**src/design/sqv_pkg.sv**
```systemverilog
// Shared constants, types and tables for the sphere quad vertex generator.
`timescale 1ns / 1ps
package sqv_pkg;

	localparam int CNT_W       = 9;
	localparam int IDX_W       = 8;
	localparam int RADIUS_W    = 16;
	localparam int Q14_W       = 16;
	localparam int POS_W       = 17;
	localparam int TEX_W       = 17;
	localparam int PHASE_W     = 32;
	localparam int CFG_IDX_W   = 2;
	localparam int CFG_DATA_W  = 16;
	localparam int BEAT_W      = 3;

	// long division: numerator k*2^33 + n needs 42 bits, divisor 2n needs 10
	localparam int DIV_NUM_W   = 42;
	localparam int DIV_DEN_W   = 10;
	localparam int DIV_REM_W   = 10;

	localparam int CORDIC_W          = 33;
	localparam int CORDIC_TABLE_LEN  = 24;
	localparam int CORDIC_STAGES_DEF = 16;
	localparam logic signed [CORDIC_W-1:0] CORDIC_GAIN = 33'sd652032874;

	localparam int MAX_DIVISIONS = 256;

	localparam logic [RADIUS_W-1:0] RADIUS_RST = 16'd256;
	localparam logic [CNT_W-1:0]    SLICE_RST  = 9'd16;
	localparam logic [CNT_W-1:0]    STACK_RST  = 9'd16;

	localparam logic [BEAT_W-1:0] LAST_BEAT = 3'd5;
	localparam logic [TEX_W-1:0]  TEX_ONE   = 17'd65536;

	typedef enum logic [CFG_IDX_W-1:0] {
		REG_RADIUS      = 2'd0,
		REG_SLICE_COUNT = 2'd1,
		REG_STACK_COUNT = 2'd2
	} cfg_reg_t;

	typedef logic signed [Q14_W-1:0] q14_t;

	// atan(2^-i) as a fraction of one turn, 2^32 per turn
	function automatic logic [PHASE_W-1:0] atan_turn(input int idx);
		logic [PHASE_W-1:0] v;
		case (idx)
			0:       v = 32'h20000000;
			1:       v = 32'h12E4051E;
			2:       v = 32'h09FB385B;
			3:       v = 32'h051111D4;
			4:       v = 32'h028B0D43;
			5:       v = 32'h0145D7E1;
			6:       v = 32'h00A2F61E;
			7:       v = 32'h00517C55;
			8:       v = 32'h0028BE53;
			9:       v = 32'h00145F2F;
			10:      v = 32'h000A2F98;
			11:      v = 32'h000517CC;
			12:      v = 32'h00028BE6;
			13:      v = 32'h000145F3;
			14:      v = 32'h0000A2FA;
			15:      v = 32'h0000517D;
			16:      v = 32'h000028BE;
			17:      v = 32'h0000145F;
			18:      v = 32'h00000A30;
			19:      v = 32'h00000518;
			20:      v = 32'h0000028C;
			21:      v = 32'h00000146;
			22:      v = 32'h000000A3;
			23:      v = 32'h00000051;
			default: v = '0;
		endcase
		return v;
	endfunction

	// corner visited on each beat of a quad: 0,1,2,2,1,3
	function automatic logic [1:0] corner_of_beat(input logic [BEAT_W-1:0] beat);
		logic [1:0] c;
		case (beat)
			3'd0:    c = 2'd0;
			3'd1:    c = 2'd1;
			3'd2:    c = 2'd2;
			3'd3:    c = 2'd2;
			3'd4:    c = 2'd1;
			3'd5:    c = 2'd3;
			default: c = 2'd0;
		endcase
		return c;
	endfunction

	function automatic q14_t clamp_q14(input logic signed [33:0] v);
		q14_t r;
		if (v > 34'sd16384) begin
			r = 16'sd16384;
		end else if (v < -34'sd16384) begin
			r = -16'sd16384;
		end else begin
			r = Q14_W'(v);
		end
		return r;
	endfunction

endpackage

```
**src/design/sqv_div_cell.sv**
```systemverilog
// One restoring long-division cell: retires one quotient bit per cycle while en is high.
`timescale 1ns / 1ps
module sqv_div_cell (
	input  logic                            clk,
	input  logic                            en,
	input  logic [sqv_pkg::DIV_REM_W-1:0]   rem_i,
	input  logic [sqv_pkg::DIV_NUM_W-1:0]   num_i,
	input  logic [sqv_pkg::DIV_NUM_W-1:0]   quo_i,
	input  logic [sqv_pkg::DIV_DEN_W-1:0]   den_i,
	output logic [sqv_pkg::DIV_REM_W-1:0]   rem_o,
	output logic [sqv_pkg::DIV_NUM_W-1:0]   num_o,
	output logic [sqv_pkg::DIV_NUM_W-1:0]   quo_o,
	output logic [sqv_pkg::DIV_DEN_W-1:0]   den_o
);
	import sqv_pkg::*;

	logic [DIV_REM_W:0] trial;
	logic               fits;

	assign trial = {rem_i, num_i[DIV_NUM_W-1]};
	assign fits  = trial >= {1'b0, den_i};

	always_ff @(posedge clk) begin
		if (en) begin
			rem_o <= fits ? DIV_REM_W'(trial - {1'b0, den_i}) : DIV_REM_W'(trial);
			num_o <= {num_i[DIV_NUM_W-2:0], 1'b0};
			quo_o <= {quo_i[DIV_NUM_W-2:0], fits};
			den_o <= den_i;
		end
	end

endmodule

```
**src/design/sqv_divider.sv**
```systemverilog
// Pipelined divider built as a row of long-division cells.
`timescale 1ns / 1ps
module sqv_divider (
	input  logic                            clk,
	input  logic                            en,
	input  logic [sqv_pkg::DIV_NUM_W-1:0]   num,
	input  logic [sqv_pkg::DIV_DEN_W-1:0]   den,
	output logic [sqv_pkg::DIV_NUM_W-1:0]   quo
);
	import sqv_pkg::*;

	logic [DIV_REM_W-1:0] rem_c [0:DIV_NUM_W];
	logic [DIV_NUM_W-1:0] num_c [0:DIV_NUM_W];
	logic [DIV_NUM_W-1:0] quo_c [0:DIV_NUM_W];
	logic [DIV_DEN_W-1:0] den_c [0:DIV_NUM_W];

	assign rem_c[0] = '0;
	assign num_c[0] = num;
	assign quo_c[0] = '0;
	assign den_c[0] = den;

	for (genvar i = 0; i < DIV_NUM_W; i++) begin : g_cell
		sqv_div_cell u_cell (
			.clk   (clk),
			.en    (en),
			.rem_i (rem_c[i]),
			.num_i (num_c[i]),
			.quo_i (quo_c[i]),
			.den_i (den_c[i]),
			.rem_o (rem_c[i+1]),
			.num_o (num_c[i+1]),
			.quo_o (quo_c[i+1]),
			.den_o (den_c[i+1])
		);
	end

	assign quo = quo_c[DIV_NUM_W];

endmodule

```
**config.mk**
```make
export PLATFORM = sky130hd
export DESIGN_NAME = sqv_divider
export DESIGN_NICKNAME = d
export VERILOG_FILES = /design/src/design/sqv_pkg.sv /design/src/design/sqv_div_cell.sv /design/src/design/sqv_divider.sv
export SDC_FILE = /design/constraint.sdc
export NUM_CORES = 2
export LEC_CHECK = 0
export BUFFER_PORTS_ARGS = -buffer_cell sky130_fd_sc_hd__clkbuf_2
export CORE_MARGIN = 8
export CORE_UTILIZATION = 40
export CTS_CLUSTER_SIZE = 20
export DETAILED_ROUTE_END_ITERATION = 10
export GPL_ROUTABILITY_DRIVEN = 0
export RECOVER_POWER = 50
export SLEW_MARGIN = 20
export SYNTH_ARGS = -nofsm -noshare
export SYNTH_HDL_FRONTEND = slang
export SYNTH_SLANG_ARGS = --single-unit
```
**constraint.sdc**
```tcl
create_clock -name clk -period 3.3 [get_ports clk]
set_input_delay 0.165 -clock clk [delete_from_list [all_inputs] [get_ports clk]]
set_output_delay 0.165 -clock clk [all_outputs]
set_load 0.02 [all_outputs]
```
Word level (Yosys, flattened, before mapping)
Index checks and enable logic that the tools add are counted.
Cells by class
  add/subtract/negate cells: 41
  $lt $le $gt $ge: 42
  muxes and demuxes: 41
Operators with widths (count)
  11-bit by 10-bit greater-or-equal comparator with 1-bit output: 41
  10-bit two-way mux: 40
  10-bit subtractor: 40
  1-bit by 10-bit greater-or-equal comparator with 1-bit output: 1
  1-bit by 10-bit subtractor with 10-bit output: 1
  1-bit two-way mux: 1
Storage, ports and cells
  flip-flop bits (word level): 2584
  input bits: 54
  output and inout bits: 42
  word-level logic and storage cells: 290

Longest topological paths before layout
  word-level depth: 2
  depth in mapped cells: 11
  mapped depth without buffers: 11

Cells and area by module
Synthesis repeated with hierarchy kept, for this count alone.
Unflattened totals
  cells, all modules: 7561
  area total of the unflattened synthesis: 156551.4 um^2
By module, submodules not included
  sqv_div_cell: instances 42, cells an instance 180, area each 3727.3 um^2, seq. area each 3093.0 um^2
  sqv_divider: instances 1, cells an instance 1, area each 3.8 um^2, seq. area each 0.0 um^2

Least setup slack after synthesis
No wires, ideal clock.
  kind: reg-to-reg
  from: register g_cell[13].u_cell.rem_o[0] (netlist name)
  to: register g_cell[14].u_cell.rem_o[8] (netlist name), data pin
  setup time: 0.262 ns
  data arrival time: 2.303 ns
  data required time: 3.038 ns
  setup slack: 0.735 ns
  stages on the path, launching flop included: 10
  path buffers: 1
  clock period less this slack: 2.565 ns
  cell sequence: edfxtp_1 ha_1 nor2b_1 o31a_1 o21a_1 a41oi_1 o21ai_1 a211o_1 buf_6 mux2_1
On the way
  cells in the longest elaborated chain, start to end: 2
  elaborated cells on any way between the ends: 3
  classes of those cells: add/sub (1); order compare (1); mux (1)
Ends and longest elaborated chain
  start, declared: line sqv_div_cell.sv:10  | output logic [sqv_pkg::DIV_REM_W-1:0] rem_o,
  start signal, assigned: line sqv_div_cell.sv:25  | rem_o <= fits ? DIV_REM_W'(trial - {1'b0, den_i}) : DIV_REM_W'(trial);
  11-bit by 10-bit greater-or-equal comparator with 1-bit output: line sqv_div_cell.sv:21  | assign fits = trial >= {1'b0, den_i};
  via g_cell[14].u_cell.fits: line sqv_div_cell.sv:18  | logic fits;
  10-bit two-way mux: line sqv_div_cell.sv:25
  end signal, assigned: line sqv_div_cell.sv:25
  end, declared: line sqv_div_cell.sv:10
The timed path passes the listed nets, and every way through them passes these cells.
A chain may end at the register's enable or synchronous reset.

Worst setup path after layout
  from: input port en
  to: register g_cell[39].u_cell.quo_o[22] (netlist name) (enable)
RTL lines
  start, declared: line sqv_divider.sv:5  | input logic en,
  end signal, assigned: line sqv_div_cell.sv:27  | quo_o <= {quo_i[DIV_NUM_W-2:0], fits};
  end, declared: line sqv_div_cell.sv:12  | output logic [sqv_pkg::DIV_NUM_W-1:0] quo_o,
No word-level cell between the ends.

==> results.toml <==
[logic_synthesis]
ys_top_cells_by_count = "2,584 x edfxtp_1, 499 x inv_1, 412 x ha_1"
synthCells = 5874
synthArstFlopShare = 0
avgSynthCellArea_sq_um = 17.0
synthMostInstantiatedCell = "edfxtp_1"
yosysUniqueCellTypes = 51
syn_area_sq_mm = 0.0999
synth_top_area_share = 0.777
yosysWarnings = 0
ys_seq_elements = 2584
synth_nets = 6380
synth-edff-count = 2584
yosys_most_used_dff = "edfxtp_1"
synth_top_area_cell = "edfxtp_1"
yosysSeqAreaShare = 0.777
synthTopCellsByArea = "edfxtp_1 78%, ha_1 5.2%, inv_1 1.9%"

[setup_path]
critPathMaxStageDelay_ns = 1.31
crit_buf_inv = 3
crit_arrival_ns = 3.42
cp-start-kind = "input port"
criticalPathCategory = "in2reg"
rr_endpoint = "g_cell[23].u_cell.rem_o[8]"
critPathCaptureType = "register"
crit_chain = "dlygate4sd3_1 -> clkbuf_2 -> clkbuf_4"
r2r_cells = 8
r2r_setup_slack_ns = 0.40
r2r-start = "g_cell[22].u_cell.rem_o[0]"
critPathRequiredTime_ns = 3.78
cp_slowest_cell = "clkbuf_2"
path_delay_family = "buffers and inverters"
critPathMaxFanout = 91

[clocking]
cts_resized = 0
insertion_delay_ns = 0.90
cts_num_sinks = 2584
cts_setup_buffers = 0
cts_inserted_buffers = 291
ctsHoldBuffers = 104
clk_pin_slew_ns = 0.06
htreeDepth = 5
cts_root_buf = "clkbuf_16"
clock_path_buffers = 4
cts_tree = "done"

[grt]
globalRouteTotalUtil = 0.110
grt_start_max_net_pins = 187
overflow = 0
grt_pass1_wl_mm = 244
first_global_vias = 48700
antenna_found_initial = 1

[min_path]
worstHoldPathCells = 4
hold_path_class = "in2reg"
min_delay_worst_endpoint = "g_cell[0].u_cell.rem_o[0]"
min_from = "num[41]"

[routing]
via_count = 47600
avgViaCountPerCell = 4.79
dr.pass1.iters = 5
drt-initial-drc-count = 3060
ant_nets = 0
wl_per_cell_um = 15.0
totalWireLength_mm = 149
drc = 0

[job]
maxCapViolCount = 1

[placed_design]
io_buffer_count = 95
placed_area_sq_mm = 0.105
dp.cells = 9335
preCtsSetupSlack_ns = 0.389
dp_hpwl_mm = 93.2

[timing]
finalCritPeriodShare = 0.889
tns_ns = 0
rsz0062_at_grt = "no"
slew_violations = 27
timing.hold.ws_ns = 0.229
layout_setup_ws_ns = 0.367
relSlewSlack = -0.275
setup_viol = 0
fmax_mhz = 341
fin_crit_ns = 2.93
clock_skew_ns = 0.0551
hold_viol = 0
worstMarginPinSlew_ns = 1.91

[status]
status = "complete, but fails checks"
violations = "max-capacitance violations, max-slew violations"

[pwr]
finalPower_mw = 98.2
irDropWorstVdd_uv = 595
p_leak_nw = 42.4
power_density_mw_per_mm2 = 853

[die]
die-area_sq_mm = 0.266
fp.dieH_um = 516
core_area_sq_mm = 0.248
start_util = 0.402
pin_count = 96
die_w_um = 516
row_count = 183

[layout]
syn_to_final_growth_pct = 15.3
antennaDiodeCount = 0
stdcell_count = 9934
nets = 6908
drive_above_1_share = 0.115
post-route-util = 0.463
stdcell_area_sq_mm = 0.115
-- worst register-to-register path, stage by stage (launching register included) --
cell,delay (ns)
edfxtp_1,0.44
ha_1,0.31
nor2b_1,0.14
o31a_1,0.28
o21a_1,0.24
a41oi_1,0.22
o21ai_1,0.10
a211o_1,0.51
mux2_1,0.40
-- cells in the final DEF (no fill, tap or decap), drive strengths merged, types with 53 or more instances in the layout --
master / Yosys / layout
edfxtp: 2584 / 2584
ha: 412 / 412
nand2: 268 / 268
a21oi: 348 / 348
dlygate4sd3: 0 / 104
a211oi: 55 / 55
inv: 499 / 508
xnor2: 153 / 153
o21ai: 318 / 318
mux2: 185 / 185
clkbuf: 37 / 454
nor2: 277 / 277
a21o: 75 / 75
clkinv: 0 / 111
buf: 16 / 78
xor2: 107 / 107
nand3: 53 / 53
-- where the power goes --
part	leakage [nW]	switching, mW	total [mW]	internal (mW)
combinational	12.8	12.7	23.4	10.7
sequential	25.3	2.13	44.8	42.7
clock	4.34	12.1	30.0	17.9
-- registers in the layout, summed over array words and instances (netlist names) --
register / flops
g_cell.u_cell.den_o: 410
g_cell.u_cell.quo_o: 903
g_cell.u_cell.num_o: 861
g_cell.u_cell.rem_o: 410
-- cells by family after synthesis --
kind of cell | share of synthesized area
flip-flops | 0.777
AO/OA/AOI/OAI | 0.0575
AND/OR/NAND/NOR | 0.0380
buffers and inverters | 0.0211
adder cells (fa/ha/maj) | 0.0596
XOR/XNOR | 0.0228
multiplexers | 0.0244
-- layout make-up --
| type | count | area [sq um] |
|---|---|---|
| fill | 21100 | 133000 |
| clock buffer | 348 | 7600 |
| tap | 3330 | 4170 |
| sequential | 2584 | 77600 |
| inverter | 499 | 1870 |
| timing repair buffer | 288 | 2430 |
| clock inverter | 147 | 1270 |
| multi-input combinational | 2738 | 20200 |
-- per-layer routing --
layer	vias to the layer above	track usage	share of wire
met4	0	0.0485	0.040
met3	413	0.0236	0.042
met1	23100	0.137	0.43
li1	23300	-	-
met2	796	0.184	0.49
met5	-	0	0
-- worst max path at each step --
stage	slack, ns	start	depth (start not counted)	end
finish	0.37	en	3	g_cell[39].u_cell.quo_o[22]
global route	0.17	en	3	g_cell[39].u_cell.quo_o[22]
CTS	0.39	g_cell[22].u_cell.rem_o[0]	8	g_cell[23].u_cell.rem_o[8]
detailed placement	0.39	g_cell[22].u_cell.rem_o[0]	8	g_cell[23].u_cell.rem_o[8]
global placement	0.39	g_cell[22].u_cell.den_o[1]	9	g_cell[23].u_cell.rem_o[8]
floorplan	0.73	g_cell[13].u_cell.rem_o[0]	9	g_cell[14].u_cell.rem_o[8]
Power figures use the tool's default switching activity.
