<file path="src/design/sqv_pkg.sv">
// Shared constants, types and tables for the sphere quad vertex generator.
`timescale 1ns / 1ps
package sqv_pkg;

	localparam int CNT_W       = 9;
	localparam int IDX_W       = 8;
	localparam int RADIUS_W    = 16;
	localparam int Q14_W       = 16;
	localparam int POS_W       = 17;
	localparam int TEX_W       = 17;
	localparam int PHASE_W     = 32;
	localparam int CFG_IDX_W   = 2;
	localparam int CFG_DATA_W  = 16;
	localparam int BEAT_W      = 3;

	// long division: numerator k*2^33 + n needs 42 bits, divisor 2n needs 10
	localparam int DIV_NUM_W   = 42;
	localparam int DIV_DEN_W   = 10;
	localparam int DIV_REM_W   = 10;

	localparam int CORDIC_W          = 33;
	localparam int CORDIC_TABLE_LEN  = 24;
	localparam int CORDIC_STAGES_DEF = 16;
	localparam logic signed [CORDIC_W-1:0] CORDIC_GAIN = 33'sd652032874;

	localparam int MAX_DIVISIONS = 256;

	localparam logic [RADIUS_W-1:0] RADIUS_RST = 16'd256;
	localparam logic [CNT_W-1:0]    SLICE_RST  = 9'd16;
	localparam logic [CNT_W-1:0]    STACK_RST  = 9'd16;

	localparam logic [BEAT_W-1:0] LAST_BEAT = 3'd5;
	localparam logic [TEX_W-1:0]  TEX_ONE   = 17'd65536;

	typedef enum logic [CFG_IDX_W-1:0] {
		REG_RADIUS      = 2'd0,
		REG_SLICE_COUNT = 2'd1,
		REG_STACK_COUNT = 2'd2
	} cfg_reg_t;

	typedef logic signed [Q14_W-1:0] q14_t;

	// atan(2^-i) as a fraction of one turn, 2^32 per turn
	function automatic logic [PHASE_W-1:0] atan_turn(input int idx);
		logic [PHASE_W-1:0] v;
		case (idx)
			0:       v = 32'h20000000;
			1:       v = 32'h12E4051E;
			2:       v = 32'h09FB385B;
			3:       v = 32'h051111D4;
			4:       v = 32'h028B0D43;
			5:       v = 32'h0145D7E1;
			6:       v = 32'h00A2F61E;
			7:       v = 32'h00517C55;
			8:       v = 32'h0028BE53;
			9:       v = 32'h00145F2F;
			10:      v = 32'h000A2F98;
			11:      v = 32'h000517CC;
			12:      v = 32'h00028BE6;
			13:      v = 32'h000145F3;
			14:      v = 32'h0000A2FA;
			15:      v = 32'h0000517D;
			16:      v = 32'h000028BE;
			17:      v = 32'h0000145F;
			18:      v = 32'h00000A30;
			19:      v = 32'h00000518;
			20:      v = 32'h0000028C;
			21:      v = 32'h00000146;
			22:      v = 32'h000000A3;
			23:      v = 32'h00000051;
			default: v = '0;
		endcase
		return v;
	endfunction

	// corner visited on each beat of a quad: 0,1,2,2,1,3
	function automatic logic [1:0] corner_of_beat(input logic [BEAT_W-1:0] beat);
		logic [1:0] c;
		case (beat)
			3'd0:    c = 2'd0;
			3'd1:    c = 2'd1;
			3'd2:    c = 2'd2;
			3'd3:    c = 2'd2;
			3'd4:    c = 2'd1;
			3'd5:    c = 2'd3;
			default: c = 2'd0;
		endcase
		return c;
	endfunction

	function automatic q14_t clamp_q14(input logic signed [33:0] v);
		q14_t r;
		if (v > 34'sd16384) begin
			r = 16'sd16384;
		end else if (v < -34'sd16384) begin
			r = -16'sd16384;
		end else begin
			r = Q14_W'(v);
		end
		return r;
	endfunction

endpackage

</file>
<file path="src/design/sqv_cordic_cell.sv">
// One rotation-mode CORDIC micro-rotation, registered.
`timescale 1ns / 1ps
module sqv_cordic_cell #(
	parameter int IDX = 0
) (
	input  logic                                 clk,
	input  logic                                 en,
	input  logic signed [sqv_pkg::CORDIC_W-1:0]  x_i,
	input  logic signed [sqv_pkg::CORDIC_W-1:0]  y_i,
	input  logic signed [sqv_pkg::CORDIC_W-1:0]  z_i,
	input  logic                                 flip_i,
	output logic signed [sqv_pkg::CORDIC_W-1:0]  x_o,
	output logic signed [sqv_pkg::CORDIC_W-1:0]  y_o,
	output logic signed [sqv_pkg::CORDIC_W-1:0]  z_o,
	output logic                                 flip_o
);
	import sqv_pkg::*;

	logic signed [CORDIC_W-1:0] step;

	assign step = $signed({1'b0, atan_turn(IDX)});

	always_ff @(posedge clk) begin
		if (en) begin
			if (z_i >= 0) begin
				x_o <= x_i - (y_i >>> IDX);
				y_o <= y_i + (x_i >>> IDX);
				z_o <= z_i - step;
			end else begin
				x_o <= x_i + (y_i >>> IDX);
				y_o <= y_i - (x_i >>> IDX);
				z_o <= z_i + step;
			end
			flip_o <= flip_i;
		end
	end

endmodule

</file>
<file path="src/design/sqv_cordic.sv">
// Sine and cosine of a 32-bit phase: fold, a row of CORDIC cells, round to Q1.14.
`timescale 1ns / 1ps
module sqv_cordic #(
	parameter int STAGES = sqv_pkg::CORDIC_STAGES_DEF
) (
	input  logic                           clk,
	input  logic                           en,
	input  logic [sqv_pkg::PHASE_W-1:0]    phase,
	output sqv_pkg::q14_t                  sin_o,
	output sqv_pkg::q14_t                  cos_o
);
	import sqv_pkg::*;

	logic signed [CORDIC_W-1:0] x_c [0:STAGES];
	logic signed [CORDIC_W-1:0] y_c [0:STAGES];
	logic signed [CORDIC_W-1:0] z_c [0:STAGES];
	logic                       flip_c [0:STAGES];

	logic signed [CORDIC_W-1:0] z_in;
	logic signed [CORDIC_W-1:0] z_fold;
	logic                       flip_fold;
	logic signed [33:0]         x_rnd;
	logic signed [33:0]         y_rnd;
	q14_t                       x_cl;
	q14_t                       y_cl;

	// fold the phase into [-90, 90] degrees; a fold negates both results
	always_comb begin
		z_in      = CORDIC_W'($signed(phase));
		z_fold    = z_in;
		flip_fold = 1'b0;
		if (z_in > 33'sh040000000) begin
			z_fold    = z_in - 33'sh080000000;
			flip_fold = 1'b1;
		end else if (z_in < -33'sh040000000) begin
			z_fold    = z_in + 33'sh080000000;
			flip_fold = 1'b1;
		end
	end

	always_ff @(posedge clk) begin
		if (en) begin
			x_c[0]    <= CORDIC_GAIN;
			y_c[0]    <= '0;
			z_c[0]    <= z_fold;
			flip_c[0] <= flip_fold;
		end
	end

	for (genvar i = 0; i < STAGES; i++) begin : g_cell
		sqv_cordic_cell #(.IDX(i)) u_cell (
			.clk    (clk),
			.en     (en),
			.x_i    (x_c[i]),
			.y_i    (y_c[i]),
			.z_i    (z_c[i]),
			.flip_i (flip_c[i]),
			.x_o    (x_c[i+1]),
			.y_o    (y_c[i+1]),
			.z_o    (z_c[i+1]),
			.flip_o (flip_c[i+1])
		);
	end

	assign x_rnd = (34'(x_c[STAGES]) + 34'sd32768) >>> 16;
	assign y_rnd = (34'(y_c[STAGES]) + 34'sd32768) >>> 16;
	assign x_cl  = clamp_q14(x_rnd);
	assign y_cl  = clamp_q14(y_rnd);

	always_ff @(posedge clk) begin
		if (en) begin
			sin_o <= flip_c[STAGES] ? -y_cl : y_cl;
			cos_o <= flip_c[STAGES] ? -x_cl : x_cl;
		end
	end

endmodule

</file>
<file path="config.mk">
export PLATFORM = sky130hd
export DESIGN_NAME = sqv_cordic
export DESIGN_NICKNAME = d
export VERILOG_FILES = /design/src/design/sqv_pkg.sv /design/src/design/sqv_cordic_cell.sv /design/src/design/sqv_cordic.sv
export SDC_FILE = /design/constraint.sdc
export NUM_CORES = 2
export LEC_CHECK = 0
export BUFFER_PORTS_ARGS = -buffer_cell sky130_fd_sc_hd__buf_2
export CAP_MARGIN = 5
export CORE_MARGIN = 8
export CORE_UTILIZATION = 40
export DETAILED_ROUTE_END_ITERATION = 7
export HOLD_SLACK_MARGIN = 0.05
export PLACE_DENSITY_LB_ADDON = 0.15
export SKIP_CTS_REPAIR_TIMING = 1
export SLEW_MARGIN = 20
export SYNTH_ARGS = -nofsm -noshare
export SYNTH_HDL_FRONTEND = slang
export SYNTH_SLANG_ARGS = --single-unit
</file>
<file path="constraint.sdc">
create_clock -name clk -period 5.5 [get_ports clk]
set_input_delay 0.275 -clock clk [delete_from_list [all_inputs] [get_ports clk]]
set_output_delay 0.275 -clock clk [all_outputs]
set_load 0.02 [all_outputs]
</file>
# Word level (Yosys, flattened, before mapping)
# Cells that the tools add are included.
# op_classes
add_sub_neg	96
order_cmp	22
shifts	0
n_div	0
n_eq_ne	0
n_reduce_logical	0
n_mul	0
muxes	55
bitwise	0
# op_table
operator	n
$mux 33	48
$ge 33x1->1 const B	16
$mux 16	6
$add 33x17->34 const B	2
$add 33x18->33	2
$add 33x19->33	2
$add 33x20->33	2
$add 33x21->33	2
$add 33x22->33	2
$add 33x23->33	2
$add 33x24->33	2
$add 33x25->33	2
$add 33x26->33	2
$add 33x27->33	2
$add 33x28->33	2
$add 33x29->33	2
$add 33x30->33	2
$add 33x30->33 const B	2
$add 33x31->33	2
$sub 33x18->33	2
$sub 33x19->33	2
$sub 33x20->33	2
$sub 33x21->33	2
$sub 33x22->33	2
48 further kinds	61
# word_totals
mem_count	0
latch_bits	0
ram_bits	0
output_inout_bits	32
input_bits	34
rom_bits	0
ff_bits	1600

# Depth between registers and ports, before layout
# logic_depth
ltp_word	6
mapped_depth	21
ltp_nobuf	21

# Cells and area by module
# Synthesis repeated with hierarchy kept, for this count alone.
# hier_totals
cells_unflattened	15569
area_unflattened_um2	146728.2
# by_module_without_submodules
mod	instances	cells_per_inst	area_each_um2
sqv_cordic_cell (g_cell[4].u_cell)	1	996	9310.2
sqv_cordic_cell (g_cell[13].u_cell)	1	989	9105.0
sqv_cordic_cell (g_cell[8].u_cell)	1	971	9021.2
sqv_cordic_cell (g_cell[2].u_cell)	1	959	9007.4
sqv_cordic_cell (g_cell[6].u_cell)	1	973	9007.4
sqv_cordic_cell (g_cell[1].u_cell)	1	971	8963.6
sqv_cordic_cell (g_cell[15].u_cell)	1	959	8926.1
sqv_cordic_cell (g_cell[7].u_cell)	1	942	8926.1
sqv_cordic_cell (g_cell[5].u_cell)	1	940	8886.0
sqv_cordic_cell (g_cell[3].u_cell)	1	933	8858.5
sqv_cordic_cell (g_cell[14].u_cell)	1	931	8824.7
sqv_cordic_cell (g_cell[9].u_cell)	1	902	8747.1
sqv_cordic_cell (g_cell[12].u_cell)	1	905	8699.6
sqv_cordic_cell (g_cell[0].u_cell)	1	963	8664.6
3 more rows	n/a	n/a	n/a

# Worst setup path after synthesis
# Ideal clock, no wire load.
# synth_timing
kind	register to register
from	register g_cell[14].u_cell.x_o[18] (netlist name)
to	register g_cell[15].u_cell.y_o[32] (netlist name)
setup_time_ns	0.260
required_time_ns	5.240
period_less_slack_ns	5.013
arrival_time_ns	4.753
path_stages_with_launch	19
path_buffers	0
slack_ns	0.487
path_cell_list	edfxtp_1 > nor3_1 > nand3_1 > or3_1 > or3_1 > o41ai_1 > xnor2_1 > ha_1 > a21o_1 > a21o_1 > a221o_1 > a21oi_1 > o21ai_1 > a21oi_1 > a211oi_1 > a41o_1 > or4_1 > a31oi_1 > xnor2_1
# synth_between
elab_chain_cells	2
word_cells_on_any_way	3
# synth_rtl
item	line	source
$sub 33x18->33 or $add 33x18->33 (tied branches)	sqv_cordic_cell.sv:31, sqv_cordic_cell.sv:27	
$mux 33 (*)	sqv_cordic_cell.sv:25	if (z_i >= 0) begin
# Every way passes the cells marked *; elsewhere a longest branch is shown, timed or not.
# A chain may end at the register's enable or synchronous reset.

# Final worst setup path
# layout_timing
from	register g_cell[7].u_cell.y_o[8] (netlist name)
to	register g_cell[8].u_cell.x_o[30] (netlist name)
# layout_between
elab_chain_cells	2
word_cells_on_any_way	3
# layout_rtl
item	line
$add 33x25->33 or $sub 33x25->33 (tied branches)	sqv_cordic_cell.sv:30, sqv_cordic_cell.sv:26
$mux 33 (*)	sqv_cordic_cell.sv:25
# Marked as above.

==> flow_summary.toml <==
[sta]
hold_viol = 0
finalCritPeriodShare_pct = 95.00
maxSlewViolCount = 0
finalCriticalPeriod_ns = 5.225
setup_violations = 0
worst_slew_pin_slew_ns = 1.075
fin_skew_ns = 0.07116
rsz0062_at_grt = "false"
fmax_mhz = 191.4
relSlewSlack_pct = 27.42

[yosys]
syn-cell-area_um2 = 120400
synth_top_area_cell = "edfxtp_1"
async_flop_share_pct = 0
yosys_warnings = 0
synth_edf_count = 1482
synth_seq_cells = 1482
avgSynthCellArea_um2 = 9.825
synth_flop_cell = "edfxtp_1"
synth.distinct_cells = 100
yosysTopAreaCellShare_pct = 36.96
synth-seq-area-share_pct = 36.96
syn_inst = 12256
synth_nets = 13690
yosys-top-cells-area = "edfxtp_1 (37%), ha_1 (14%), xnor2_1 (8.9%)"

[floorplan]
io_pins = 66
rows = 201
die_area_um2 = 318800
coreArea_um2 = 299800
floorplan.initialDensity_pct = 40.17
die_x_um = 564.7
dieHeight_um = 564.7

[grt]
grt_max_degree = 175
grt_pass1_wl_mm = 508.7
grt_remaining_overflow = 0
grt.total_usage_pct = 19.73
antenna_found_initial = 8
grt_pass1_vias = 89706

[detailed_routing]
routedWlPerCell_um = 19.60
drt_first_pass_iters = 8
route.detailed.drc = 0
drt_iter0_markers = 6447
ant_nets = 0
routed_wl_mm = 326.3
viasPerCell = 5.584
vias = 92974

[place]
dpl.cell_count = 16284
dpl_cell_area_um2 = 126500
port_buffers = 65
gp_congestion = 0.8936
dpl.hpwl_mm = 259.2

[worst_setup_path]
endpoint_kind = "flip-flop"
slowest_delay_ns = 0.51
cp.required_ns = 6.10
crit_chain = "nor4_1, nand2_1, or3_1, or3_1, or4_1, o41ai_1, xor2_1, ha_1, nand4_1, o21ai_0, a21oi_1, a21oi_1, nor4_1, a311o_1"
r2r_slack_ns = 0.28
crit_type = "reg -> reg"
crit_family = "simple AND/OR/NAND/NOR gates"
worst-r2r-cell-count = 14
crit_buf_inv = 0
crit_slowest_cell = "edfxtp_1"
reg2reg_to = "g_cell[8].u_cell.x_o[30]$_DFFE_PP_"
cp_max_fo = 5
worstSetupStartpointType = "flip-flop"
arrival_ns = 5.82
r2r-start = "g_cell[7].u_cell.y_o[8]$_DFFE_PP_"

[cts]
clk_pin_slew_ns = 0.06
cts-root-buf = "clkbuf_16"
cts_tree = "done"
htreeDepth = 4
clk_latency_ns = 0.87
cts_sinks = 1482
cts_made_buffers = 184
clockBufferDepth = 4

[final_layout]
layout-area-overhead-vs-synth_pct = 10.52
layout.cells.non_filler = 16651
nets = 13981
drive_above_1_share_pct = 5.405
num-fill-cells = 28574
final_area_um2 = 133100

[run_status]
outcome = "complete, no violations"

[flow_run]
cap_violations = 0

[hold_path]
hold_path.class = "in -> reg"
min_to = "z_c[550]$_DFFE_PP_"
hold_depth = 2
worstHoldStart = "phase[22]"
[metrics by stage]
step | setup slack, ns | hold slack [ns] | setup TNS [ns] | utilization (%)
4_1_cts | -0.3149 | -0.5164 | -0.4455 | 44.24
3_3_place_gp | -0.2284 | 0.4014 | -0.2284 | 42.19
3_5_place_dp | -0.2668 | 0.4045 | -0.3151 | 42.19
6_report | 0.2751 | 0.1286 | 0 | 44.39
5_1_grt | 0.002518 | 0.07608 | 0 | 44.39
2_1_floorplan | 0.4875 | 0.3739 | 0 | -
[worst register-to-register path, delay by kind of cell (launching register included)]
family / cells / cell delay [ns]
AOI/OAI and AO/OA: 5 / 1.70
xor gates and xnor gates: 1 / 0.14
adders and majority gates: 1 / 0.38
DFF: 1 / 0.51
and+or+nand+nor: 7 / 2.24
[routing by layer]
metal / GRT usage [%] / wire length (um)
met5: 0 / 25
met3: 1.895 / 11910
met2: 34.09 / 154700
met4: 5.041 / 8218
met1: 26.51 / 151500
[cell usage after synthesis (132+ instances only)]
cell type	n
ha_1	1359
xor2_1	590
nand2_1	783
inv_1	531
a21o_1	551
xnor2_1	1220
nor3_1	239
nor2b_1	173
nand3_1	216
nor2_1	833
clkbuf_1	135
o21bai_1	136
o21ai_0	793
a21oi_1	991
and3_1	132
o21a_1	203
edfxtp_1	1482
nand2b_1	208
o31ai_1	195
[area by class of cell]
type / count / area, um2 / area share [%]
Multi-Input combinational cell: 10077 / 73380 / 55.14
Sequential cell: 1482 / 44500 / 33.44
Tap cell: 3958 / 4952 / 3.721
Clock buffer: 216 / 4788 / 3.598
Timing Repair Buffer: 266 / 2090 / 1.570
Inverter: 536 / 2012 / 1.512
Clock inverter: 115 / 1350 / 1.014
Antenna cell: 1 / 2.502 / 0.001880
[state kept, by name (all words and copies together) (netlist names)]
name / count
g_cell.u_cell.y_o: 481
g_cell.u_cell.x_o: 457
z_c: 33
sin_o: 16
cos_o: 16
g_cell.u_cell.flip_o: 16
g_cell.u_cell.z_o: 462
flip_c: 1
[how the worst max path moves through the flow]
stage	start	end	slack, ns	cells past startpoint
detailed placement	g_cell[13].u_cell.x_o[14]$_DFFE_PP_	g_cell[14].u_cell.y_o[31]$_DFFE_PP_	-0.27	19
floorplan	g_cell[14].u_cell.x_o[18]$_DFFE_PP_	g_cell[15].u_cell.y_o[32]$_DFFE_PP_	0.49	18
finish	g_cell[7].u_cell.y_o[8]$_DFFE_PP_	g_cell[8].u_cell.x_o[30]$_DFFE_PP_	0.28	14
CTS	g_cell[13].u_cell.x_o[14]$_DFFE_PP_	g_cell[14].u_cell.y_o[31]$_DFFE_PP_	-0.31	19
global route	g_cell[13].u_cell.x_o[14]$_DFFE_PP_	g_cell[14].u_cell.y_o[31]$_DFFE_PP_	0.003	19
global placement	g_cell[13].u_cell.x_o[14]$_DFFE_PP_	g_cell[14].u_cell.y_o[31]$_DFFE_PP_	-0.23	19
[layout by cell type, fill, tap and decap left out, drive strengths merged, types with 65 or more instances in the layout]
master  synthesis  layout
o41ai         100     100
ha           1359    1359
or4           102     102
nand2b        209     209
a31oi         111     111
nand2         783     783
nor4           65      65
clkinv          3      66
o31ai         197     197
o21bai        136     136
o21a          203     203
edfxtp       1482    1482
nor3          240     240
a21oi         993     993
o21ai         807     807
nand3         217     217
a211oi         85      85
and3          132     132
nor2b         173     173
xnor2        1220    1220
nor2          835     835
nand4          88      88
xor2          590     590
buf            26     233
a21o          551     551
or3           132     132
clkbuf        135     216
inv           533     543
[cell families after synthesis]
family | count (synthesis) | synth area share (%)
flip-flops | 1482 | 36.96
XOR/XNOR | 1810 | 13.17
adder cells (fa/ha/maj) | 1400 | 14.80
AO/OA/AOI/OAI | 3646 | 19.52
other | 1 | 0.003114
multiplexers | 41 | 0.3450
buffers and inverters | 697 | 2.184
AND/OR/NAND/NOR | 3179 | 13.02
Power is not shown: default switching activity piles up to over one toggle a cycle in this logic, so the estimate is an artifact.
